--- src/hstr_pkg.sv ---
// hstr_pkg: shared types and constants for the hatch servo toggle and ramp controller
// no dependencies

package hstr_pkg;

    localparam int CFG_IDX_W  = 3;
    localparam int CFG_DATA_W = 16;

    localparam logic [CFG_IDX_W-1:0] REG_CLOSE_PWM    = 3'd0;
    localparam logic [CFG_IDX_W-1:0] REG_OPEN_PWM     = 3'd1;
    localparam logic [CFG_IDX_W-1:0] REG_RAMP_STEP    = 3'd2;
    localparam logic [CFG_IDX_W-1:0] REG_PRESS_WINDOW = 3'd3;
    localparam logic [CFG_IDX_W-1:0] REG_CLOSE_HOLD   = 3'd4;

    localparam logic [7:0]  RST_CLOSE_PWM    = 8'd53;
    localparam logic [7:0]  RST_OPEN_PWM     = 8'd75;
    localparam logic [7:0]  RST_RAMP_STEP    = 8'd100;
    localparam logic [15:0] RST_PRESS_WINDOW = 16'd500;
    localparam logic [15:0] RST_CLOSE_HOLD   = 16'd800;

    localparam logic [1:0] STEP_IDLE   = 2'd0;
    localparam logic [1:0] STEP_ARMED  = 2'd1;
    localparam logic [1:0] STEP_FIRE   = 2'd2;
    localparam logic [1:0] STEP_UNUSED = 2'd3;

    localparam logic [1:0] PRESS_OPEN = 2'd2;
    localparam logic [1:0] PRESS_MAX  = 2'd3;

    localparam int IN_DATA_W  = 48;
    localparam int OUT_DATA_W = 16;

    typedef struct packed {
        logic [7:0]  close_pwm;
        logic [7:0]  open_pwm;
        logic [7:0]  ramp_step;
        logic [15:0] press_window;
        logic [15:0] close_hold;
    } t_cfg;

    typedef struct packed {
        logic        starting;
        logic        sw2_middle;
        logic        sw1_up;
        logic        key_mode;
        logic        key_r;
        logic        key_s;
        logic        close_keys;
        logic        buff_hit;
        logic        shots_nonzero;
        logic [31:0] now_tick;
    } t_in;

    typedef struct packed {
        logic [7:0]  target_pwm;
        logic [7:0]  actual_pwm;
        logic [1:0]  remote_step;
        logic        key_open;
        logic        r_released;
        logic [1:0]  press_count;
        logic [31:0] last_r_press;
        logic [31:0] s_hold_start;
        logic        came_from_remote;
    } t_state;

    typedef struct packed {
        logic [7:0] servo_pwm;
        logic       is_open;
        logic       is_opening;
        logic       clear_shots;
    } t_result;

endpackage

--- src/hstr_step.sv ---
// hstr_step: next-state and result logic for one control tick
// depends on hstr_pkg

module hstr_step (
    input  hstr_pkg::t_cfg    i_cfg,
    input  hstr_pkg::t_state  i_cur,
    input  hstr_pkg::t_in     i_word,
    output hstr_pkg::t_state  o_nxt,
    output hstr_pkg::t_result o_res
);
    import hstr_pkg::*;

    t_state     s;
    logic       clr;
    logic       toggle;
    logic [8:0] up_sum;
    logic [7:0] down_diff;
    logic [31:0] r_age;
    logic [31:0] s_age;

    always_comb begin
        s         = i_cur;
        clr       = 1'b0;
        toggle    = 1'b0;
        r_age     = 32'd0;
        s_age     = 32'd0;
        up_sum    = 9'd0;
        down_diff = 8'd0;
        if (i_word.starting) begin
            s.target_pwm  = i_cfg.close_pwm;
            s.actual_pwm  = i_cfg.close_pwm;
            s.r_released  = 1'b1;
            s.press_count = 2'd0;
        end else begin
            // remote one-shot toggle
            if (i_word.sw2_middle) begin
                if (i_word.sw1_up) begin
                    if (s.remote_step == STEP_ARMED) begin
                        s.remote_step = STEP_FIRE;
                    end else if (s.remote_step == STEP_FIRE) begin
                        s.remote_step = STEP_IDLE;
                    end
                end else begin
                    s.remote_step = STEP_ARMED;
                end
            end else begin
                s.remote_step = STEP_IDLE;
            end
            toggle = (s.remote_step == STEP_FIRE);
            if (toggle) begin
                s.target_pwm = (s.target_pwm == i_cfg.open_pwm) ? i_cfg.close_pwm
                                                                : i_cfg.open_pwm;
            end

            if (i_word.key_mode) begin
                if (s.came_from_remote) begin
                    s.key_open         = 1'b0;
                    s.target_pwm       = i_cfg.close_pwm;
                    s.came_from_remote = 1'b0;
                end
                if (!s.key_open) begin
                    r_age = i_word.now_tick - s.last_r_press;
                    if (!i_word.key_r) begin
                        s.r_released = 1'b1;
                        if (r_age > {16'd0, i_cfg.press_window}) begin
                            s.press_count = 2'd0;
                        end
                    end
                    if (i_word.key_r && s.r_released && !i_word.buff_hit) begin
                        s.last_r_press = i_word.now_tick;
                        s.r_released   = 1'b0;
                        if (s.press_count != PRESS_MAX) begin
                            s.press_count = s.press_count + 2'd1;
                        end
                    end
                    if (s.press_count >= PRESS_OPEN) begin
                        s.key_open     = 1'b1;
                        s.target_pwm   = i_cfg.open_pwm;
                        clr            = i_word.shots_nonzero;
                        s.s_hold_start = i_word.now_tick;
                    end else begin
                        s.target_pwm = i_cfg.close_pwm;
                    end
                end else begin
                    if (!i_word.key_r) begin
                        s.r_released = 1'b1;
                    end
                    if (!i_word.key_s) begin
                        s.s_hold_start = i_word.now_tick;
                    end
                    s_age = i_word.now_tick - s.s_hold_start;
                    if ((s_age > {16'd0, i_cfg.close_hold}) || i_word.close_keys) begin
                        s.key_open = 1'b0;
                    end else begin
                        s.target_pwm = i_cfg.open_pwm;
                    end
                    s.press_count = 2'd0;
                end
            end else begin
                s.key_open         = 1'b0;
                s.r_released       = 1'b1;
                s.press_count      = 2'd0;
                s.came_from_remote = 1'b1;
            end
        end

        // ramp toward target, clamped
        up_sum    = {1'b0, s.actual_pwm} + {1'b0, i_cfg.ramp_step};
        down_diff = s.actual_pwm - s.target_pwm;
        if (s.actual_pwm < s.target_pwm) begin
            s.actual_pwm = (up_sum > {1'b0, s.target_pwm}) ? s.target_pwm : up_sum[7:0];
        end else if (s.actual_pwm > s.target_pwm) begin
            s.actual_pwm = (down_diff > i_cfg.ramp_step) ? s.actual_pwm - i_cfg.ramp_step
                                                         : s.target_pwm;
        end

        o_nxt             = s;
        o_res.servo_pwm   = s.actual_pwm;
        o_res.is_open     = (s.actual_pwm == i_cfg.open_pwm);
        o_res.is_opening  = (s.target_pwm == i_cfg.open_pwm);
        o_res.clear_shots = clr;
    end

endmodule

--- src/hatch_servo_toggle_ramp_control_core.sv ---
// hatch_servo_toggle_ramp_control_core: top level, stream ports, config registers, state
// depends on hstr_pkg and hstr_step

// One control tick enters per word; the block takes a new word in every cycle in which the
// output register is empty or being taken. The whole tick is worked out combinationally from
// the state registers and the incoming word; the result word appears in the output register
// in the cycle after acceptance and is held there until the downstream side takes it, while
// the next word is accepted in that same cycle. The state update loop sets the rate.

module hatch_servo_toggle_ramp_control_core (
    input  logic                             i_clk,
    input  logic                             i_rst_n,
    input  logic                             i_s_axis_tvalid,
    output logic                             o_s_axis_tready,
    // starting, sw2_middle, sw1_up, key_mode, key_r, key_s, close_keys, buff_hit,
    // shots_nonzero, now_tick[31:0], zero fill
    input  logic [hstr_pkg::IN_DATA_W-1:0]   i_s_axis_tdata,
    output logic                             o_m_axis_tvalid,
    input  logic                             i_m_axis_tready,
    // servo_pwm[7:0], is_open, is_opening, clear_shots, zero fill
    output logic [hstr_pkg::OUT_DATA_W-1:0]  o_m_axis_tdata,
    input  logic                             i_cfg_we,
    input  logic [hstr_pkg::CFG_IDX_W-1:0]   i_cfg_idx,
    input  logic [hstr_pkg::CFG_DATA_W-1:0]  i_cfg_data
);
    import hstr_pkg::*;

    t_cfg    r_cfg;
    t_state  r_state;
    t_state  n_state;
    t_result r_out;
    t_result n_out;
    logic    r_out_valid;
    t_in     in_word;
    logic    in_accept;

    assign in_word.starting      = i_s_axis_tdata[0];
    assign in_word.sw2_middle    = i_s_axis_tdata[1];
    assign in_word.sw1_up        = i_s_axis_tdata[2];
    assign in_word.key_mode      = i_s_axis_tdata[3];
    assign in_word.key_r         = i_s_axis_tdata[4];
    assign in_word.key_s         = i_s_axis_tdata[5];
    assign in_word.close_keys    = i_s_axis_tdata[6];
    assign in_word.buff_hit      = i_s_axis_tdata[7];
    assign in_word.shots_nonzero = i_s_axis_tdata[8];
    assign in_word.now_tick      = i_s_axis_tdata[40:9];

    assign o_s_axis_tready = !r_out_valid || i_m_axis_tready;
    assign in_accept       = i_s_axis_tvalid && o_s_axis_tready;

    hstr_step u_step (
        .i_cfg  (r_cfg),
        .i_cur  (r_state),
        .i_word (in_word),
        .o_nxt  (n_state),
        .o_res  (n_out)
    );

    always_ff @(posedge i_clk) begin
        if (!i_rst_n) begin
            r_cfg.close_pwm    <= RST_CLOSE_PWM;
            r_cfg.open_pwm     <= RST_OPEN_PWM;
            r_cfg.ramp_step    <= RST_RAMP_STEP;
            r_cfg.press_window <= RST_PRESS_WINDOW;
            r_cfg.close_hold   <= RST_CLOSE_HOLD;
        end else if (i_cfg_we) begin
            unique case (i_cfg_idx)
                REG_CLOSE_PWM:    r_cfg.close_pwm    <= i_cfg_data[7:0];
                REG_OPEN_PWM:     r_cfg.open_pwm     <= i_cfg_data[7:0];
                REG_RAMP_STEP:    r_cfg.ramp_step    <= i_cfg_data[7:0];
                REG_PRESS_WINDOW: r_cfg.press_window <= i_cfg_data;
                REG_CLOSE_HOLD:   r_cfg.close_hold   <= i_cfg_data;
                default: begin
                end
            endcase
        end
    end

    always_ff @(posedge i_clk) begin
        if (!i_rst_n) begin
            r_state.target_pwm       <= RST_CLOSE_PWM;
            r_state.actual_pwm       <= RST_CLOSE_PWM;
            r_state.remote_step      <= STEP_IDLE;
            r_state.key_open         <= 1'b0;
            r_state.r_released       <= 1'b1;
            r_state.press_count      <= 2'd0;
            r_state.last_r_press     <= 32'd0;
            r_state.s_hold_start     <= 32'd0;
            r_state.came_from_remote <= 1'b1;
        end else if (in_accept) begin
            r_state <= n_state;
        end
    end

    always_ff @(posedge i_clk) begin
        if (!i_rst_n) begin
            r_out_valid <= 1'b0;
        end else if (in_accept) begin
            r_out_valid <= 1'b1;
        end else if (i_m_axis_tready) begin
            r_out_valid <= 1'b0;
        end
    end

    always_ff @(posedge i_clk) begin
        if (in_accept) begin
            r_out <= n_out;
        end
    end

    assign o_m_axis_tvalid = r_out_valid;
    assign o_m_axis_tdata  = {5'd0, r_out.clear_shots, r_out.is_opening, r_out.is_open,
                              r_out.servo_pwm};

    // state moves only on an accepted word
    a_state_hold: assert property (@(posedge i_clk) disable iff (!i_rst_n)
        !in_accept |=> $stable(r_state))
        else $error("state changed without an accepted word");

    // start-up leaves the servo parked at its target
    a_start_parked: assert property (@(posedge i_clk) disable iff (!i_rst_n)
        in_accept && in_word.starting |=> r_state.actual_pwm == r_state.target_pwm)
        else $error("start-up did not park the servo");

    // press counter never reaches its saturation code
    a_press_range: assert property (@(posedge i_clk) disable iff (!i_rst_n)
        r_state.press_count != PRESS_MAX)
        else $error("press count reached unreachable code");

    // remote step machine never reaches its unused code
    a_step_range: assert property (@(posedge i_clk) disable iff (!i_rst_n)
        r_state.remote_step != STEP_UNUSED)
        else $error("remote step reached unused code");

    // a shot-clear pulse comes only with the hatch heading open
    a_clear_open: assert property (@(posedge i_clk) disable iff (!i_rst_n)
        r_out_valid && r_out.clear_shots |-> r_out.is_opening)
        else $error("shot clear without opening target");

endmodule

--- config.mk ---
export PLATFORM = sky130hd
export DESIGN_NAME = hatch_servo_toggle_ramp_control_core
export DESIGN_NICKNAME = d
export VERILOG_FILES = /design/src/hstr_pkg.sv /design/src/hstr_step.sv /design/src/hatch_servo_toggle_ramp_control_core.sv
export SDC_FILE = /design/constraint.sdc
export NUM_CORES = 1
export LEC_CHECK = 0
export BUFFER_PORTS_ARGS = -buffer_cell sky130_fd_sc_hd__buf_4
export CAP_MARGIN = 40
export CORE_MARGIN = 4
export CORE_UTILIZATION = 67
export CTS_CLUSTER_DIAMETER = 150
export DETAILED_ROUTE_END_ITERATION = 10
export PLACE_DENSITY = 0.87
export SLEW_MARGIN = 10
export SYNTH_ARGS = -nofsm -noshare
export SYNTH_HDL_FRONTEND = slang
export SYNTH_SLANG_ARGS = --single-unit
--- constraint.sdc ---
create_clock -name i_clk -period 16.7 [get_ports i_clk]
set_input_delay 1.67 -clock i_clk [delete_from_list [all_inputs] [get_ports i_clk]]
set_output_delay 1.67 -clock i_clk [all_outputs]
set_load 0.05 [all_outputs]
# Yosys cells after proc, flatten, opt, wreduce, memory -nomap -nowiden
# Cells that the tools add are included.
dict set report word_totals {
  output_inout_bits 18
  memories 0
  wordCells 115
  latch_bits 0
  mem_bits_ro 0
  in_bits 72
  ram_bits 0
  reg_bits 155
}
dict set report classes {
  eq_ne 13
  n_reduce_logical 20
  mux 46
  bitwise 4
  order_cmp 7
  multipliers 0
  shifts 0
  add_sub_neg 6
  div_mod_pow 0
}
# op count
set op_table {}
lappend op_table {{two-way mux 32 bit} 6}
lappend op_table {{two-way mux 35 bit} 4}
lappend op_table {{two-way mux 8 bit} 13}
lappend op_table {{greater-than comparator 32 x 16 -> 1 bit} 2}
lappend op_table {{subtractor 32 bit} 2}
lappend op_table {{equality test 8 bit} 3}
lappend op_table {{greater-than comparator 8 bit} 2}
lappend op_table {{subtractor 8 bit} 2}
lappend op_table {{two-way mux 3 bit} 5}
lappend op_table {{two-way mux 2 bit} 7}
lappend op_table {{AND reduction 2 bit} 7}
lappend op_table {{adder 8 x 8 -> 9 bit} 1}
lappend op_table {{greater-than comparator 9 x 8 -> 1 bit} 1}
lappend op_table {{two-way mux 1 bit} 9}
lappend op_table {{< comparator 8 bit} 1}
lappend op_table {{two-way mux 4 bit} 2}
lappend op_table {{equality test 3 x 2 -> 1 bit, second input constant} 2}
lappend op_table {{AND reduction 5 bit} 1}
lappend op_table {{equality test 2 bit, second input constant} 2}
lappend op_table {{!= test 4 x 2 -> 1 bit, second input constant} 1}
lappend op_table {{!= test 4 bit, second input constant} 1}
lappend op_table {{inverter 1 bit} 4}
lappend op_table {{AND reduction 4 bit} 1}
lappend op_table {{nonzero test 2 bit} 2}
lappend op_table {{other kinds (11)} 15}

# Logic depth before layout (Yosys ltp)
# Gate-level depths: netlist of the first run.
dict set report logic_depth {
  ltp_word 24
  mapped_depth 46
  depth_no_buf 44
}

# Modules after synthesis
# A second synthesis of the first run with hierarchy kept.
dict set report hier_totals {
  hier_cells 1951
  area_unflattened_um2 14770.4
}
# mod cells_per_inst n_inst area_each_um2 seq_area_each_um2
set by_module_without_submodules {}
lappend by_module_without_submodules {hstr_step 1344 1 9021.2 0.0}
lappend by_module_without_submodules {hatch_servo_toggle_ramp_control_core 607 1 5749.3 3213.1}

# Worst setup path after synthesis of the first run
# Ideal clock, no wire load.
dict set report synth_timing {
  path_kind {input-to-reg}
  startpoint {in i_s_axis_tdata[5] in the netlist's numbering}
  endpoint {reg r_out, in the netlist o_m_axis_tdata[8], data pin}
  arrival_time_ns 10.124
  cell_stages 44
  setup_time_ns 0.256
  slack_ns 6.320
  path_buffers 2
  required_ns 16.444
  path_cell_list {clkbuf_1 > clkbuf_1 > nand2_1 > o21ai_0 > ha_1 > inv_1 > fa_1 > a211oi_1 > o211ai_1 > a21boi_0 > o21ai_0 > xor2_1 > ha_1 > nand4_1 > nor2_1 > a221o_1 > o31a_1 > a31oi_1 > [8 not listed] > a21o_1 > a21oi_1 > nor2_1 > o21ai_0 > nand2b_1 > a21oi_1 > xnor2_1 > ha_1 > nand3_1 > a21oi_1 > o31ai_1 > nor3_1 > inv_1 > o21ai_0 > nand2b_1 > a21o_1 > o311a_1 > and4_1}
}
# item line
set synth_rtl {}
lappend synth_rtl {{from (decl)} hatch_servo_toggle_ramp_control_core.sv:17} ;# input logic [hstr_pkg::IN_DATA_W-1:0] i_s_axis_tdata,
lappend synth_rtl {{to (signal assigned)} hatch_servo_toggle_ramp_control_core.sv:107} ;# r_out <= n_out;
lappend synth_rtl {{to (decl)} hatch_servo_toggle_ramp_control_core.sv:31} ;# t_result r_out;

==> impl_metrics.toml, run 1 <==
[outcome]
status = "finished clean"

[drt]
dr.pass1.iters = 6
routed_wl_um = 38600
drc_errors = 0
dr_total_vias = 13000
drtAntennaViolNets = 0
drt_iter0_drc = 1149
via_per_inst = 6.36
wl_per_cell_um = 18.9

[timing]
rsz0062_at_grt = "no"
slew_headroom_pct = 37.9
slew_violations = 0
layout_min_cycle_time_ns = 11.86
clock_skew_ns = 0.0171
worst_pin_slew_ns = 0.929
max_freq_ghz = 0.0843
period_share_pct = 71.0
setup_tns_ns = 0
hold_viol_final = 0
setup_viol = 0

[floorplanning]
io_pins = 90
rows = 51
start_util_pct = 68.7
die_h_um = 150
dieArea_um2 = 22500
fp.dieW_um = 150
coreArea_um2 = 19700

[placed_design]
gp_congestion = 0.999
portBuffers = 77
dp_hpwl_um = 29800
placed_cell_area_um2 = 14200

[job]
drv_cap = 0

[critical_path]
start_kind = "input port"
critPathMaxStageDelay_ns = 0.59
crit_arrival_ns = 12.04
cp_max_fo = 34
worst-setup-path-type = "input port to flip-flop"
worstPathRequired_ns = 16.88
rr_worst_depth = 43
crit_slowest_cell = "or4_4"
cp-end-kind = "flip-flop"
crit_top_cell = "a21oi_1"

[power]
p_comb_share_pct = 40.0
swShare_pct = 38.6
ir_drop_uv = 73.5
power_switching_mw = 0.531
power_leakage_nw = 5.81
cellPowerDensity_nw_per_um2 = 93.0
p_seq_share_pct = 29.8
pwr-share-clk_pct = 30.2
p_int_mw = 0.845

[layout]
final_net_count = 1976
layout-drive-gt1-share_pct = 9.11
nFillCells = 1548
multi_input_area_um2 = 9530
design_area_um2 = 14800
diodes = 0
regArea_um2 = 3210
syn2layout_area_growth_pct = 9.62

[clocking]
cts_hold_buf = 0
root_buffer = "clkbuf_16"
max-clock-path-buffers = 2
numCtsBuffers = 17
clk_latency_ns = 0.44
htree_levels = 4
cts.sinks = 155
cts-resized-gates = 0
cts_tree = "built"
post-cts-setup-buffers = 0
clk_pin_slew_ns = 0.07

[hold_path]
hp-class = "flip-flop to flip-flop"
holdPathStages = 2

[synthesis]
syn_avg_cell_area_um2 = 7.76
yosys.cell_types.count = 90
yosysTopAreaCellShare_pct = 21.4
synth_cells = 1739
synth_seq_cells = 155
async_flop_share_pct = 0
synth_area_leaders = "dfxtp_1, ha_1, nand2_1"
synth_edf_count = 11
synthTopCellsByCount = "nand2_1, dfxtp_1, ha_1"
synthesis.area_um2 = 13500
yosysSeqAreaShare_pct = 23.8
yosys_most_used_dff = "dfxtp_1"
synth_most_common_cell = "nand2_1"
yosysTopAreaCell = "dfxtp_1"
yosysWarnings = 0

[grt]
grt_overflow = 0
antenna_found_initial = 0
grt_pass1_wl_um = 61700
grt_max_degree = 87
first_global_vias = 12300
grt_usage_pct = 34.1
layout make-up:
cell class                      instances  area share, %
Sequential cell                       155           21.7
Multi-Input combinational cell       1394           64.4
Clock inverter                         13           1.18
Timing Repair Buffer                   88           4.62
Inverter                              109           2.77
Clock buffer                           19           3.06
Tap cell                              265           2.24
path summary, 6_finish.rpt:
path                      from           endpoint  slack, ns
max reg2reg         r_state[1]  o_m_axis_tdata[8]       6.29
max          i_s_axis_tdata[5]  o_m_axis_tdata[8]       4.84
min                   r_cfg[2]           r_cfg[2]       0.46
min reg2reg           r_cfg[2]           r_cfg[2]       0.46
state kept, by name, summed over array words and instances, names as in the netlist:
name,count
r_cfg,56
o_m_axis_tvalid,1
r_state,87
o_m_axis_tdata,11
power groups by stage:
stage	Combinational (mW)	Sequential [mW]	Clock (mW)
after floorplan	0.362	0.447	0
after global placement	0.524	0.417	0
after detailed placement	0.538	0.418	0
after CTS	0.542	0.410	0.420
after global routing	0.600	0.411	0.436
final	0.550	0.410	0.416
stage by stage:
stage	utilization (%)	total power, mW	std cells	hold WS, ns	worst slack (ns)
3_5_place_dp	72.1	0.956	2011	0.457	4.61
2_1_floorplan	-	0.809	1743	0.433	6.32
5_1_grt	75.3	1.45	2043	0.482	4.28
6_report	75.3	1.38	2043	0.465	4.84
4_1_cts	75.3	1.37	2043	0.466	5.05
3_3_place_gp	71.8	0.941	2006	0.448	4.61
routing by layer:
metal | share of wire [%] | global-route usage, % | vias up | wire length, um
met1 | 43 | 45.4 | 6146 | 16700
li1 | - | - | 6258 | -
met2 | 45 | 53.5 | 519 | 17200
met5 | 0 | 0 | - | 0
met4 | 3.9 | 15.1 | 0 | 1490
met3 | 8.2 | 6.94 | 79 | 3180
worst max-delay path: cells and delay by family:
family	cells	cell delay [ns]
buffers and inverters	4	0.86
AOI/OAI and AO/OA	21	4.90
adders and majority gates	5	1.63
xor gates and xnor gates	2	0.45
and+or+nand+nor	12	2.45
cells by family (layout without fill, tap and decap cells):
logic type / Yosys count / after routing / synth area share (%)
adder cells (fa/ha/maj): 139 / 139 / 13.2
AO/OA/AOI/OAI: 489 / 489 / 25.0
AND/OR/NAND/NOR: 596 / 596 / 20.6
buffers and inverters: 194 / 229 / 5.81
multiplexers: 88 / 88 / 6.61
other: 1 / 5 / 0.0278
flip-flops: 155 / 155 / 23.8
XOR/XNOR: 77 / 77 / 5.00
layout by cell type, fill, tap and decap left out, types with 9 or more instances in the layout:
| cell type | instances |
|---|---|
| and3_1 | 11 |
| mux2_2 | 9 |
| edfxtp_1 | 11 |
| ha_1 | 134 |
| o21ai_0 | 67 |
| a211oi_1 | 11 |
| xnor2_1 | 50 |
| o21a_1 | 30 |
| o21ai_1 | 9 |
| nor2_1 | 89 |
| xor2_1 | 27 |
| nand2_1 | 272 |
| inv_1 | 109 |
| a21o_1 | 29 |
| buf_4 | 84 |
| nand3_1 | 43 |
| nand2b_1 | 22 |
| a21boi_0 | 78 |
| o211ai_1 | 40 |
| nor2b_1 | 45 |
| nand4_1 | 29 |
| and2_1 | 14 |
| dfxtp_1 | 144 |
| a21oi_1 | 115 |
| clkbuf_16 | 17 |
| nor3_1 | 29 |
| mux2i_1 | 79 |
No activity file was read; power rests on OpenSTA's default activity.
==> inputs of run 2 (changes only) <==
Settings changed: CORE_UTILIZATION 67 to 63, PLACE_DENSITY 0.87 to 0.83.
Clock period 16.7 ns to 12.45 ns, I/O delays scaled along.
==> impl_metrics.toml, run 2 (synthesized netlist as in run 1, its figures left out) <==
[drt]
dr_total_vias = 12700
dr.pass1.iters = 6
drtAntennaViolNets = 0
wl_per_cell_um = 18.6
drt_iter0_drc = 1086
via_per_inst = 6.21
drc_errors = 0
routed_wl_um = 38200

[critical_path]
crit_arrival_ns = 11.11
cp_max_fo = 17
start_kind = "input port"
worst-setup-path-type = "input port to flip-flop"
worstPathRequired_ns = 12.65
crit_top_cell = "a21oi_1"
crit_slowest_cell = "o31ai_1"
cp-end-kind = "flip-flop"
critPathMaxStageDelay_ns = 0.70

[timing]
setup_viol = 0
rsz0062_at_grt = "no"
setup_slack_ns = 1.53
max_freq_ghz = 0.0916
slew_violations = 0
clock_skew_ns = 0.0131
worst_pin_slew_ns = 0.826
slew_headroom_pct = 44.5
layout_min_cycle_time_ns = 10.92
setup_tns_ns = 0
hold_viol_final = 0
period_share_pct = 87.7

[clocking]
clk_pin_slew_ns = 0.07
htree_levels = 4
cts.sinks = 155
root_buffer = "clkbuf_16"
post-cts-setup-buffers = 0
cts_hold_buf = 0
max-clock-path-buffers = 2
clk_latency_ns = 0.45
numCtsBuffers = 17
cts_tree = "built"
cts-resized-gates = 0

[power]
cellPowerDensity_nw_per_um2 = 123
p_comb_share_pct = 40.3
p_seq_share_pct = 30.3
power_switching_mw = 0.725
ir_drop_uv = 76.5
swShare_pct = 40.0
pwr-share-clk_pct = 29.4
p_int_mw = 1.09
power_leakage_nw = 5.80

[floorplanning]
io_pins = 90
start_util_pct = 64.2
dieArea_um2 = 23800
coreArea_um2 = 21000
rows = 53
fp.dieW_um = 154
die_h_um = 154

[layout]
final_net_count = 1976
diodes = 0
largest_register = "r_state"
final_common_cell = "nand2_1"
syn2layout_area_growth_pct = 9.53
nFillCells = 1747
largest_register_ffs = 87
layout-drive-gt1-share_pct = 9.11
final_cell_mix = "nand2_1, dfxtp_1, ha_1, a21oi_1, inv_1"

[placed_design]
dp_hpwl_um = 29700
post-place-ws_ns = 1.30
portBuffers = 77
gp_congestion = 0.985

[grt]
grt_pass1_wl_um = 61700
grt_overflow = 0
grt_max_degree = 77
first_global_vias = 12200
antenna_found_initial = 0
grt_usage_pct = 31.5

[outcome]
status = "finished clean"

[hold_path]
hp-class = "flip-flop to flip-flop"

[job]
drv_cap = 0
==> run 2: changes by cell type in the layout (fill, tap and decap cells not counted), sizes merged <==
cell    before  now
bufinv       2    0
clkbuf      19   17
clkinv       4    8
==> run 2: path summary, 6_finish.rpt <==
| kind | start | endpoint | slack, ns | cells after the start |
|---|---|---|---|---|
| min | r_state[78] | r_state[78] | 0.46 | 2 |
| min reg2reg | r_state[78] | r_state[78] | 0.46 | 2 |
| max reg2reg | r_state[1] | o_m_axis_tdata[8] | 2.36 | 43 |
| max | i_s_axis_tdata[5] | o_m_axis_tdata[8] | 1.53 | 44 |
==> run 2: worst max-delay path: cells and delay by family <==
family / cells / cell delay, ns
adders and majority gates: 5 / 1.51
and+or+nand+nor: 11 / 2.02
xor gates and xnor gates: 3 / 0.51
buffers and inverters: 3 / 0.56
AOI/OAI and AO/OA: 22 / 5.18
==> run 2: power groups by stage <==
stage                     combinational (mW)  clock [mW]  sequential (mW)
after floorplan                        0.486           0            0.599
after global placement                 0.698           0            0.560
after detailed placement               0.712           0            0.560
after CTS                              0.719       0.538            0.549
after global routing                   0.798       0.559            0.552
final                                  0.730       0.532            0.549
==> run 2: cell type report <==
type                       count  area [um2]  share of cell area (%)
inverter                     109         409                    2.77
sequential                   155        3210                    21.7
clock inverter                15         175                    1.19
multi-input combinational   1394        9530                    64.5
timing repair buffer          88         686                    4.64
clock buffer                  17         425                    2.88
tap                          275         344                    2.33
==> run 2: metal layers <==
| metal | wire length, um | vias up | global-route usage (%) |
|---|---|---|---|
| li1 | - | 6266 | - |
| met1 | 16800 | 5950 | 42.4 |
| met2 | 17500 | 444 | 51.4 |
| met3 | 2660 | 85 | 5.06 |
| met4 | 1270 | 0 | 11.1 |
| met5 | 0 | - | 0 |
==> run 2: stage by stage <==
step | instances | utilization [%] | cell area [um2] | total power, mW | hold WS (ns)
3_5_place_dp | 2021 | 67.4 | 14200 | 1.27 | 0.451
4_1_cts | 2053 | 70.3 | 14800 | 1.81 | 0.460
5_1_grt | 2053 | 70.3 | 14800 | 1.91 | 0.481
3_3_place_gp | 2018 | 67.2 | 14100 | 1.26 | 0.440
6_report | 2053 | 70.3 | 14800 | 1.81 | 0.459
2_1_floorplan | 1743 | - | 13500 | 1.09 | 0.433
